### src/hw/rtl/jswr_pkg.sv
// ----------------------------------------------------------------------------
// jswr_pkg
// Shared types and fixed widths of the joint stream watchdog ramp unit.
// ----------------------------------------------------------------------------
`default_nettype none

package jswr_pkg;

  localparam int OP_W    = 2;
  localparam int IDX_W   = 5;
  localparam int POS_W   = 10;
  localparam int TICK_W  = 32;
  localparam int TMO_W   = 16;
  localparam int ELAP_W  = 10;
  localparam int PROD_W  = POS_W + ELAP_W;
  localparam int CFG_AW  = 3;
  localparam int CFG_DW  = 32;

  localparam logic [TMO_W-1:0] TMO_RESET = 16'd10;

  typedef enum logic [OP_W-1:0] {
    OP_CMD  = 2'd0,
    OP_SAFE = 2'd1,
    OP_GOAL = 2'd2,
    OP_TICK = 2'd3
  } op_t;

  typedef enum logic [1:0] {
    SRC_TARGET = 2'd0,
    SRC_SAFE   = 2'd1,
    SRC_RAMP   = 2'd2
  } src_t;

  typedef enum logic [3:0] {
    ST_IDLE = 4'b0001,
    ST_LOAD = 4'b0010,
    ST_DIV  = 4'b0100,
    ST_OUT  = 4'b1000
  } state_t;

  typedef struct packed {
    logic [OP_W-1:0]   operation;
    logic [IDX_W-1:0]  joint_index;
    logic [POS_W-1:0]  position;
    logic              last_element;
    logic [TICK_W-1:0] tick_count;
    logic              stream_mode;
  } in_beat_t;

  typedef struct packed {
    logic [IDX_W-1:0] out_joint;
    logic [POS_W-1:0] goal_position;
    logic             last_of_run;
  } out_beat_t;

  typedef struct packed {
    logic              start;
    logic [PROD_W-1:0] dividend;
  } div_req_t;

  typedef struct packed {
    logic              done;
    logic [PROD_W-1:0] quotient;
  } div_rsp_t;

endpackage

`default_nettype wire

### src/hw/rtl/jswr_chan_if.sv
// ----------------------------------------------------------------------------
// jswr_chan_if
// Valid/ready channel carrying one payload beat per handshake.
// ----------------------------------------------------------------------------
`default_nettype none

interface jswr_chan_if #(
  parameter type payload_t = logic
) ();

  logic     valid;
  logic     ready;
  payload_t payload;

  modport source (output valid, output payload, input ready);
  modport sink   (input valid, input payload, output ready);

endinterface

`default_nettype wire

### src/hw/rtl/jswr_div.sv
// ----------------------------------------------------------------------------
// jswr_div
// Division by a fixed divisor through reciprocal multiplication; the quotient
// is registered and valid in the cycle after the request.
// ----------------------------------------------------------------------------
`default_nettype none

module jswr_div
  import jswr_pkg::*;
#(
  parameter int DIVISOR = 50
) (
  input  logic     clk,
  input  logic     rst_n,
  input  div_req_t req,
  output div_rsp_t rsp
);

  localparam int RECIP_W = PROD_W + 2;
  localparam int SCL_W   = PROD_W + RECIP_W;
  localparam int SHIFT   = PROD_W + $clog2(DIVISOR);
  localparam longint unsigned RECIP =
    ((64'd1 << SHIFT) + 64'(DIVISOR) - 64'd1) / 64'(DIVISOR);
  localparam logic [RECIP_W-1:0] RECIP_C = RECIP_W'(RECIP);

  logic              done_r, done_nxt;
  logic [PROD_W-1:0] quo_r, quo_nxt;
  logic [SCL_W-1:0]  scaled;

  assign scaled = SCL_W'(req.dividend) * SCL_W'(RECIP_C);

  always_comb begin
    done_nxt = req.start;
    quo_nxt  = quo_r;
    if (req.start) begin
      quo_nxt = PROD_W'(scaled >> SHIFT);
    end
  end

  always_ff @(posedge clk) begin
    if (!rst_n) begin
      done_r <= 1'b0;
    end else begin
      done_r <= done_nxt;
    end
    quo_r <= quo_nxt;
  end

  assign rsp.done     = done_r;
  assign rsp.quotient = quo_r;

endmodule

`default_nettype wire

### src/hw/rtl/joint_stream_watchdog_ramp_unit.sv
// ----------------------------------------------------------------------------
// joint_stream_watchdog_ramp_unit
// Servo joint stream supervisor with command timeout and ramp to safe pose.
//
//   channel | dir | handshake                    | beat
//   in_ch   | in  | valid/ready                  | in_beat_t (op, joint, pos, tick)
//   out_ch  | out | valid/ready, output register | out_beat_t (joint, goal, last)
//   apb     | in  | psel/penable/pwrite, pready  | stream_timeout_ticks at 0x0
//
// Command, safe-pose and goal beats are taken in IDLE without a stall. A tick
// that emits stored poses passes LOAD and OUT per joint; a ramp tick passes
// LOAD, DIV and OUT, waiting in DIV on the shared reciprocal-multiply divider.
// in_ch.ready is low from an accepted emitting tick until its last joint is
// loaded into the output register. A stalled out_ch holds the sequencer.
// Synchronous active-low reset; all pose stores reset to CENTER_POSITION.
// ----------------------------------------------------------------------------
`default_nettype none

module joint_stream_watchdog_ramp_unit
  import jswr_pkg::*;
#(
  parameter int JOINTS          = 18,
  parameter int RAMP_TICKS      = 50,
  parameter int CENTER_POSITION = 512
) (
  input  logic              clk,
  input  logic              rst_n,
  jswr_chan_if.sink         in_ch,
  jswr_chan_if.source       out_ch,
  input  logic              psel,
  input  logic              penable,
  input  logic              pwrite,
  input  logic [CFG_AW-1:0] paddr,
  input  logic [CFG_DW-1:0] pwdata,
  output logic [CFG_DW-1:0] prdata,
  output logic              pready
);

  localparam int JW = (JOINTS > 1) ? $clog2(JOINTS) : 1;
  localparam logic [JW-1:0]     LAST_J = JW'(JOINTS - 1);
  localparam logic [POS_W-1:0]  CENTER = POS_W'(CENTER_POSITION);
  localparam logic [TICK_W-1:0] RAMP_C = TICK_W'(RAMP_TICKS);

  logic [POS_W-1:0] target_r [JOINTS];
  logic [POS_W-1:0] origin_r [JOINTS];
  logic [POS_W-1:0] safe_r   [JOINTS];
  logic [POS_W-1:0] goals_r  [JOINTS];

  state_t            state_r, state_nxt;
  src_t              src_r, src_nxt;
  logic              latch_r, latch_nxt;
  logic [ELAP_W-1:0] elapsed_r, elapsed_nxt;
  logic [JW-1:0]     jnt_r, jnt_nxt;
  logic              active_r, active_nxt;
  logic              ramping_r, ramping_nxt;
  logic [TICK_W-1:0] last_cmd_r, last_cmd_nxt;
  logic [TICK_W-1:0] ramp_start_r, ramp_start_nxt;
  logic [TMO_W-1:0]  tmo_r, tmo_nxt;
  logic [POS_W-1:0]  res_r, res_nxt;
  logic [POS_W-1:0]  start_r, start_nxt;
  logic              neg_r, neg_nxt;
  div_req_t          div_req_r, div_req_nxt;
  div_rsp_t          div_rsp;
  logic              out_valid_r, out_valid_nxt;
  out_beat_t         out_beat_r, out_beat_nxt;

  in_beat_t          ip;
  logic              in_ready;
  logic              in_fire;
  logic              idx_ok;
  logic [JW-1:0]     widx;
  logic              ld_out;
  logic              cfg_wr;
  logic [TICK_W-1:0] age;
  logic [TICK_W-1:0] el_full;
  logic [POS_W-1:0]  origin_rd;
  logic signed [POS_W:0] delta;
  logic [POS_W:0]    mag;
  logic [PROD_W-1:0] prod;
  logic [POS_W-1:0]  quo;

  assign ip       = in_ch.payload;
  assign in_ready = (state_r == ST_IDLE);
  assign in_fire  = in_ch.valid && in_ready;
  assign idx_ok   = ((IDX_W + 2)'(ip.joint_index) < (IDX_W + 2)'(JOINTS));
  assign widx     = JW'(ip.joint_index);
  assign ld_out   = (state_r == ST_OUT) && (!out_valid_r || out_ch.ready);
  assign cfg_wr   = psel && penable && pwrite && !paddr[2];

  assign age       = ip.tick_count - last_cmd_r;
  assign el_full   = ramping_r ? (ip.tick_count - ramp_start_r) : '0;
  assign origin_rd = latch_r ? goals_r[jnt_r] : origin_r[jnt_r];
  assign delta     = $signed({1'b0, safe_r[jnt_r]}) - $signed({1'b0, origin_rd});
  assign mag       = delta[POS_W] ? (~delta + (POS_W + 1)'(1)) : delta;
  assign prod      = PROD_W'(mag[POS_W-1:0]) * PROD_W'(elapsed_r);
  assign quo       = div_rsp.quotient[POS_W-1:0];

  always_comb begin
    state_nxt      = state_r;
    src_nxt        = src_r;
    latch_nxt      = latch_r;
    elapsed_nxt    = elapsed_r;
    jnt_nxt        = jnt_r;
    active_nxt     = active_r;
    ramping_nxt    = ramping_r;
    last_cmd_nxt   = last_cmd_r;
    ramp_start_nxt = ramp_start_r;
    tmo_nxt        = tmo_r;
    res_nxt        = res_r;
    start_nxt      = start_r;
    neg_nxt        = neg_r;
    div_req_nxt    = '0;
    out_valid_nxt  = out_valid_r;
    out_beat_nxt   = out_beat_r;

    if (cfg_wr) begin
      tmo_nxt = pwdata[TMO_W-1:0];
    end
    if (out_valid_r && out_ch.ready) begin
      out_valid_nxt = 1'b0;
    end

    unique case (state_r)
      ST_IDLE: begin
        if (in_fire) begin
          unique case (op_t'(ip.operation))
            OP_CMD: begin
              if (ip.last_element) begin
                last_cmd_nxt = ip.tick_count;
                active_nxt   = 1'b1;
                ramping_nxt  = 1'b0;
              end
            end
            OP_SAFE, OP_GOAL: begin
            end
            OP_TICK: begin
              if (!ip.stream_mode) begin
                active_nxt  = 1'b0;
                ramping_nxt = 1'b0;
              end else if (active_r) begin
                jnt_nxt   = '0;
                state_nxt = ST_LOAD;
                latch_nxt = 1'b0;
                if (!ramping_r && (age <= TICK_W'(tmo_r))) begin
                  src_nxt = SRC_TARGET;
                end else begin
                  if (!ramping_r) begin
                    ramp_start_nxt = ip.tick_count;
                    ramping_nxt    = 1'b1;
                    latch_nxt      = 1'b1;
                  end
                  if (el_full >= RAMP_C) begin
                    active_nxt  = 1'b0;
                    ramping_nxt = 1'b0;
                    src_nxt     = SRC_SAFE;
                  end else begin
                    src_nxt     = SRC_RAMP;
                    elapsed_nxt = el_full[ELAP_W-1:0];
                  end
                end
              end
            end
            default: begin
            end
          endcase
        end
      end
      ST_LOAD: begin
        if (src_r == SRC_RAMP) begin
          div_req_nxt.start    = 1'b1;
          div_req_nxt.dividend = prod;
          start_nxt            = origin_rd;
          neg_nxt              = delta[POS_W];
          state_nxt            = ST_DIV;
        end else begin
          res_nxt   = (src_r == SRC_SAFE) ? safe_r[jnt_r] : target_r[jnt_r];
          state_nxt = ST_OUT;
        end
      end
      ST_DIV: begin
        if (div_rsp.done) begin
          res_nxt   = neg_r ? (start_r - quo) : (start_r + quo);
          state_nxt = ST_OUT;
        end
      end
      ST_OUT: begin
        if (ld_out) begin
          out_valid_nxt              = 1'b1;
          out_beat_nxt.out_joint     = IDX_W'(jnt_r);
          out_beat_nxt.goal_position = res_r;
          out_beat_nxt.last_of_run   = (jnt_r == LAST_J);
          if (jnt_r == LAST_J) begin
            state_nxt = ST_IDLE;
          end else begin
            jnt_nxt   = jnt_r + JW'(1);
            state_nxt = ST_LOAD;
          end
        end
      end
      default: begin
        state_nxt = ST_IDLE;
      end
    endcase
  end

  always_ff @(posedge clk) begin
    if (!rst_n) begin
      state_r      <= ST_IDLE;
      src_r        <= SRC_TARGET;
      latch_r      <= 1'b0;
      jnt_r        <= '0;
      active_r     <= 1'b0;
      ramping_r    <= 1'b0;
      last_cmd_r   <= '0;
      ramp_start_r <= '0;
      tmo_r        <= TMO_RESET;
      div_req_r    <= '0;
      out_valid_r  <= 1'b0;
    end else begin
      state_r      <= state_nxt;
      src_r        <= src_nxt;
      latch_r      <= latch_nxt;
      jnt_r        <= jnt_nxt;
      active_r     <= active_nxt;
      ramping_r    <= ramping_nxt;
      last_cmd_r   <= last_cmd_nxt;
      ramp_start_r <= ramp_start_nxt;
      tmo_r        <= tmo_nxt;
      div_req_r    <= div_req_nxt;
      out_valid_r  <= out_valid_nxt;
    end
    elapsed_r  <= elapsed_nxt;
    res_r      <= res_nxt;
    start_r    <= start_nxt;
    neg_r      <= neg_nxt;
    out_beat_r <= out_beat_nxt;
  end

  always_ff @(posedge clk) begin
    if (!rst_n) begin
      for (int i = 0; i < JOINTS; i++) begin
        target_r[i] <= CENTER;
        origin_r[i] <= CENTER;
        safe_r[i]   <= CENTER;
        goals_r[i]  <= CENTER;
      end
    end else begin
      if (in_fire && idx_ok) begin
        unique case (op_t'(ip.operation))
          OP_CMD:  target_r[widx] <= ip.position;
          OP_SAFE: safe_r[widx]   <= ip.position;
          OP_GOAL: goals_r[widx]  <= ip.position;
          OP_TICK: begin
          end
          default: begin
          end
        endcase
      end
      if ((state_r == ST_LOAD) && (src_r == SRC_RAMP) && latch_r) begin
        origin_r[jnt_r] <= origin_rd;
      end
      if (ld_out) begin
        goals_r[jnt_r] <= res_r;
      end
    end
  end

  jswr_div #(
    .DIVISOR (RAMP_TICKS)
  ) u_div (
    .clk   (clk),
    .rst_n (rst_n),
    .req   (div_req_r),
    .rsp   (div_rsp)
  );

  assign in_ch.ready    = in_ready;
  assign out_ch.valid   = out_valid_r;
  assign out_ch.payload = out_beat_r;
  assign prdata         = paddr[2] ? '0 : CFG_DW'(tmo_r);
  assign pready         = 1'b1;

endmodule

`default_nettype wire

### src/flat_wrapper.sv
// flat-port wrapper written by rule: the top's interface ports become plain ports
module joint_stream_watchdog_ramp_unit_flat import jswr_pkg::*;
#(
  parameter int JOINTS          = 18,
  parameter int RAMP_TICKS      = 50,
  parameter int CENTER_POSITION = 512
)
  (clk, rst_n, psel, penable, pwrite, paddr, pwdata, prdata, pready, in_ch_valid, in_ch_payload, in_ch_ready, out_ch_valid, out_ch_payload, out_ch_ready);
  jswr_chan_if #(.payload_t(in_beat_t)) in_ch_i ();
  jswr_chan_if #(.payload_t(out_beat_t)) out_ch_i ();
  input  logic clk;
  input  logic rst_n;
  input  logic psel;
  input  logic penable;
  input  logic pwrite;
  input  logic [CFG_AW-1:0] paddr;
  input  logic [CFG_DW-1:0] pwdata;
  output logic [CFG_DW-1:0] prdata;
  output logic pready;
  input wire logic [$bits(in_ch_i.valid)-1:0] in_ch_valid;
  input wire logic [$bits(in_ch_i.payload)-1:0] in_ch_payload;
  output wire logic [$bits(in_ch_i.ready)-1:0] in_ch_ready;
  output wire logic [$bits(out_ch_i.valid)-1:0] out_ch_valid;
  output wire logic [$bits(out_ch_i.payload)-1:0] out_ch_payload;
  input wire logic [$bits(out_ch_i.ready)-1:0] out_ch_ready;
  assign in_ch_i.valid = in_ch_valid;
  assign in_ch_i.payload = in_ch_payload;
  assign in_ch_ready = in_ch_i.ready;
  assign out_ch_valid = out_ch_i.valid;
  assign out_ch_payload = out_ch_i.payload;
  assign out_ch_i.ready = out_ch_ready;
  joint_stream_watchdog_ramp_unit #(.JOINTS(JOINTS), .RAMP_TICKS(RAMP_TICKS), .CENTER_POSITION(CENTER_POSITION)) u_core (.clk(clk), .rst_n(rst_n), .in_ch(in_ch_i), .out_ch(out_ch_i), .psel(psel), .penable(penable), .pwrite(pwrite), .paddr(paddr), .pwdata(pwdata), .prdata(prdata), .pready(pready));
endmodule
### config.mk
export PLATFORM = sky130hd
export DESIGN_NAME = joint_stream_watchdog_ramp_unit_flat
export DESIGN_NICKNAME = d
export VERILOG_FILES = /design/src/hw/rtl/jswr_pkg.sv /design/src/hw/rtl/jswr_chan_if.sv /design/src/hw/rtl/jswr_div.sv /design/src/hw/rtl/joint_stream_watchdog_ramp_unit.sv /design/src/flat_wrapper.sv
export SDC_FILE = /design/constraint.sdc
export NUM_CORES = 2
export LEC_CHECK = 0
export BUFFER_PORTS_ARGS = -buffer_cell sky130_fd_sc_hd__buf_2
export CORE_UTILIZATION = 50
export CTS_BUF_LIST = sky130_fd_sc_hd__clkbuf_4
export CTS_CLUSTER_SIZE = 25
export DETAILED_ROUTE_END_ITERATION = 16
export GPL_TIMING_DRIVEN = 0
export PLACE_DENSITY = 0.66
export SLEW_MARGIN = 20
export SYNTH_ARGS = -nofsm -noshare
export SYNTH_HDL_FRONTEND = slang
export SYNTH_SLANG_ARGS = --single-unit
export TNS_END_PERCENT = 5
### constraint.sdc
create_clock -name clk -period 15.4 [get_ports clk]
set_input_delay 1.54 -clock clk [delete_from_list [all_inputs] [get_ports clk]]
set_output_delay 1.54 -clock clk [all_outputs]
set_load 0.01 [all_outputs]
==> impl_metrics.tcl <==
set metrics [dict create \
    placed_area_sq_um 79500 \
    ys.flop_type "edfxtp_1" \
    grt_pass1_wl_mm 303 \
    layout-drive-gt1-share_pct 19.9 \
    firstDrtPassIters 6 \
    drtIter0Drc 5282 \
    cts_resized 0 \
    grt_pass1_vias 48600 \
    maxSlewViolCount 0 \
    cts_hold_buf 0 \
    clk_latency_ns 1.40 \
    power_leakage_uw 0.0318 \
    hold_violations 0 \
    start_util_pct 50.6 \
    post_cts_buffers 0 \
    die_height_um 389 \
    synth-seq-cells 1459 \
    ys_seq_area_share_pct 56.7 \
    cp-start-kind "flip-flop" \
    hold_path_class "flip-flop to flip-flop" \
    finClkSkew_ns 0.158 \
    port_buffers 104 \
    routabilityCongestion 0.940 \
    clk_path_buf_depth 4 \
    dp_cells 7839 \
    cts_sinks 1459 \
    postSynth.asyncResetShare_pct 0 \
    dp_slack_ns 3.40 \
    multi_input_area_sq_um 31000 \
    die_w_um 389 \
    dp_hpwl_mm 149 \
    period_needed_ns 12.27 \
    worst_slack_ns 3.13 \
    yosysWarnings 0 \
    cp_slowest_cell "clkbuf_1" \
    tritoncts "yes" \
    synth_cells 5422 \
    drv_cap 0 \
    area_growth_pct 12.0 \
    path_clk_slew_ns 0.07 \
    io_pins 144 \
    die_area_sq_um 152000 \
    outcome "finished clean" \
    whs_endpoint "u_core.tmo_r[6]" \
    nets 6879 \
    rows 141 \
    syn_area_sq_um 75100 \
    drc 0 \
    synth.area.top_cells "edfxtp_1 53%, mux4_2 12%, ha_1 5.8%" \
    rsz0062_at_grt "no" \
    arrival_ns 13.37 \
    synth_top_cell_area_share_pct 53.5 \
    relSlewSlack_pct 14.8 \
    min_period_over_period_pct 79.7 \
    wl_mm 205 \
    vias 48800 \
    synth.most_common_cell "edfxtp_1" \
    cts-buffers-inserted 387 \
    cts.htree.levels 5 \
    worst_r2r_endpoint "u_core.div_req_r[19]" \
    synth_edf_count 1337 \
    grt_antenna_before_repair 16 \
    rr_worst_depth 39 \
    yosys-top-cells-count "1337 x edfxtp_1, 769 x nor2_1, 453 x nand2_1" \
    root_buffer "clkbuf_4" \
    endpoint_kind "flip-flop" \
    gr-total-overflow 0 \
    min_path_cells 2 \
    slowest_delay_ns 0.88 \
    synth.avg_cell_area_sq_um 13.8 \
    max_freq_mhz 81.5 \
    setup_viol 0 \
    yosysTopAreaCell "edfxtp_1" \
    r2r_slack_ns 3.13 \
    final.setup.tns_ns 0 \
    worst_pin_slew_ns 1.28 \
    seq_area_sq_um 42600 \
    vdd_drop_max_uv 672 \
    final_antenna_net_count 0 \
    core_area_sq_um 148000 \
    design_area_sq_um 84100 \
    cp_max_fo 10 \
    grtUsageTotal_pct 27.3 \
    path_class "flip-flop to flip-flop" \
    holdCritStartpoint "u_core.tmo_r[6]" \
    grt_max_degree 25 \
    final_cells 8489 \
    critical_path_required_ns 16.50 \
    power_density_nw_per_um2 178 \
    viasPerCell 5.75 \
    fill_cells 12200 \
    drt-wirelength-per-cell_um 24.2 \
    synth_cell_types 102 \
]
-- worst max path at each step --
| stage | cells after the start | endpoint | start | slack (ns) |
|---|---|---|---|---|
| after floorplan | 36 | u_core.div_req_r[19] | flip-flop | 5.95 |
| after global placement | 39 | u_core.div_req_r[19] | flip-flop | 3.40 |
| after detailed placement | 39 | u_core.div_req_r[19] | flip-flop | 3.40 |
| after CTS | 39 | u_core.div_req_r[19] | flip-flop | 3.32 |
| after global routing | 39 | u_core.div_req_r[18] | flip-flop | 2.51 |
| final | 39 | u_core.div_req_r[19] | flip-flop | 3.13 |
-- placed cells by master, fill, tap and decap left out, types with 12 or more instances in the layout --
master,Yosys,layout
nand4_1,26,26
a31oi_1,20,20
dfxtp_1,122,122
xnor2_1,56,56
ha_1,350,350
buf_2,25,152
clkbuf_1,199,189
or2_2,21,21
mux4_2,400,400
nor3_1,39,36
nand3_1,73,73
nor2b_1,38,38
clkbuf_2,0,13
mux2i_1,58,58
diode_2,0,16
a21boi_0,14,14
clkbuf_4,0,570
a21o_1,53,53
clkinv_1,1,52
edfxtp_1,1337,1337
o21a_1,29,29
or3_1,30,30
buf_4,18,27
and3_1,28,28
nor2_1,769,745
and2_1,57,57
nand2b_1,28,28
a21oi_1,161,160
inv_1,406,406
o21ai_0,71,71
a211oi_1,13,12
nand2_1,453,453
mux2_2,21,21
o211ai_1,24,24
nor2_2,0,24
buf_1,35,12
fa_1,209,209
conb_1,2,297
xor2_1,28,28
-- critical path, delay by kind of cell (launching register included) --
family,cells,cell delay (ns)
compound gates,11,2.59
buf+inv,10,3.19
fa+ha+maj,7,3.08
mux,3,1.15
xor+xnor,2,0.92
simple gates,6,0.76
flops,1,0.31
-- sequential cells by signal, summed over array words and instances (netlist names), named ones only --
name                   cells
u_core.goals_r           320
u_core.origin_r          320
u_core.safe_r            320
u_core.target_r          320
u_core.last_cmd_r         32
u_core.ramp_start_r       32
u_core.div_req_r          21
u_core.out_ch.payload     16
u_core.tmo_r              16
u_core.elapsed_r          10
u_core.res_r              10
u_core.start_r            10
u_core.u_div.quo_r        10
u_core.jnt_r               5
u_core.state_r             4
u_core.src_r               2
u_core.active_r            1
u_core.latch_r             1
u_core.neg_r               1
u_core.out_ch.valid        1
u_core.ramping_r           1
u_core.u_div.done_r        1
-- report_power, final --
part,internal [uW],leakage (uW),switching (uW)
Clock,1700,0.00277,1570
Sequential,4410,0.0141,30.5
Combinational,3260,0.0149,3990
Total,9370,0.0318,5590
-- per-layer routing --
layer | up-vias | global-route usage, % | part of all wire (%)
met5 | - | 0 | 0.032
met4 | 10 | 11.4 | 4.1
met3 | 478 | 7.05 | 11
met2 | 2577 | 41.9 | 46
met1 | 24300 | 37.0 | 39
li1 | 21400 | - | -
-- per-stage QoR --
| step | total power, uW | util, % | hold slack [ns] |
|---|---|---|---|
| 2_1_floorplan | 10400 | - | 0.427 |
| 3_3_place_gp | 11700 | 53.4 | 0.437 |
| 3_5_place_dp | 11800 | 53.6 | 0.434 |
| 4_1_cts | 15000 | 56.7 | 0.335 |
| 5_1_grt | 16300 | 56.7 | 0.377 |
| 6_report | 15000 | 56.7 | 0.453 |
-- cell type report --
cell class              instances  share of cell area [%]
plain buffers                 281                    1.47
repair buffers                121                   0.808
inverters                     407                    1.82
multi-input cells            3570                    36.8
clock buffers                 570                    5.09
well taps                    2002                    2.98
flip-flops and latches       1459                    50.6
clock inverters                63                   0.354
diodes                         16                  0.0476
-- cells by family after synthesis --
logic type                 after synthesis  share of synthesized area [%]
DFF                                   1459                           56.7
adders and majority gates              559                           11.4
and+or+nand+nor                       1631                           9.57
AOI/OAI and AO/OA                      520                           4.59
xor gates and xnor gates                84                          0.980
buffers and inverters                  688                           3.63
muxes                                  479                           13.1
other                                    2                         0.0100
Power figures use the tool's default switching activity.
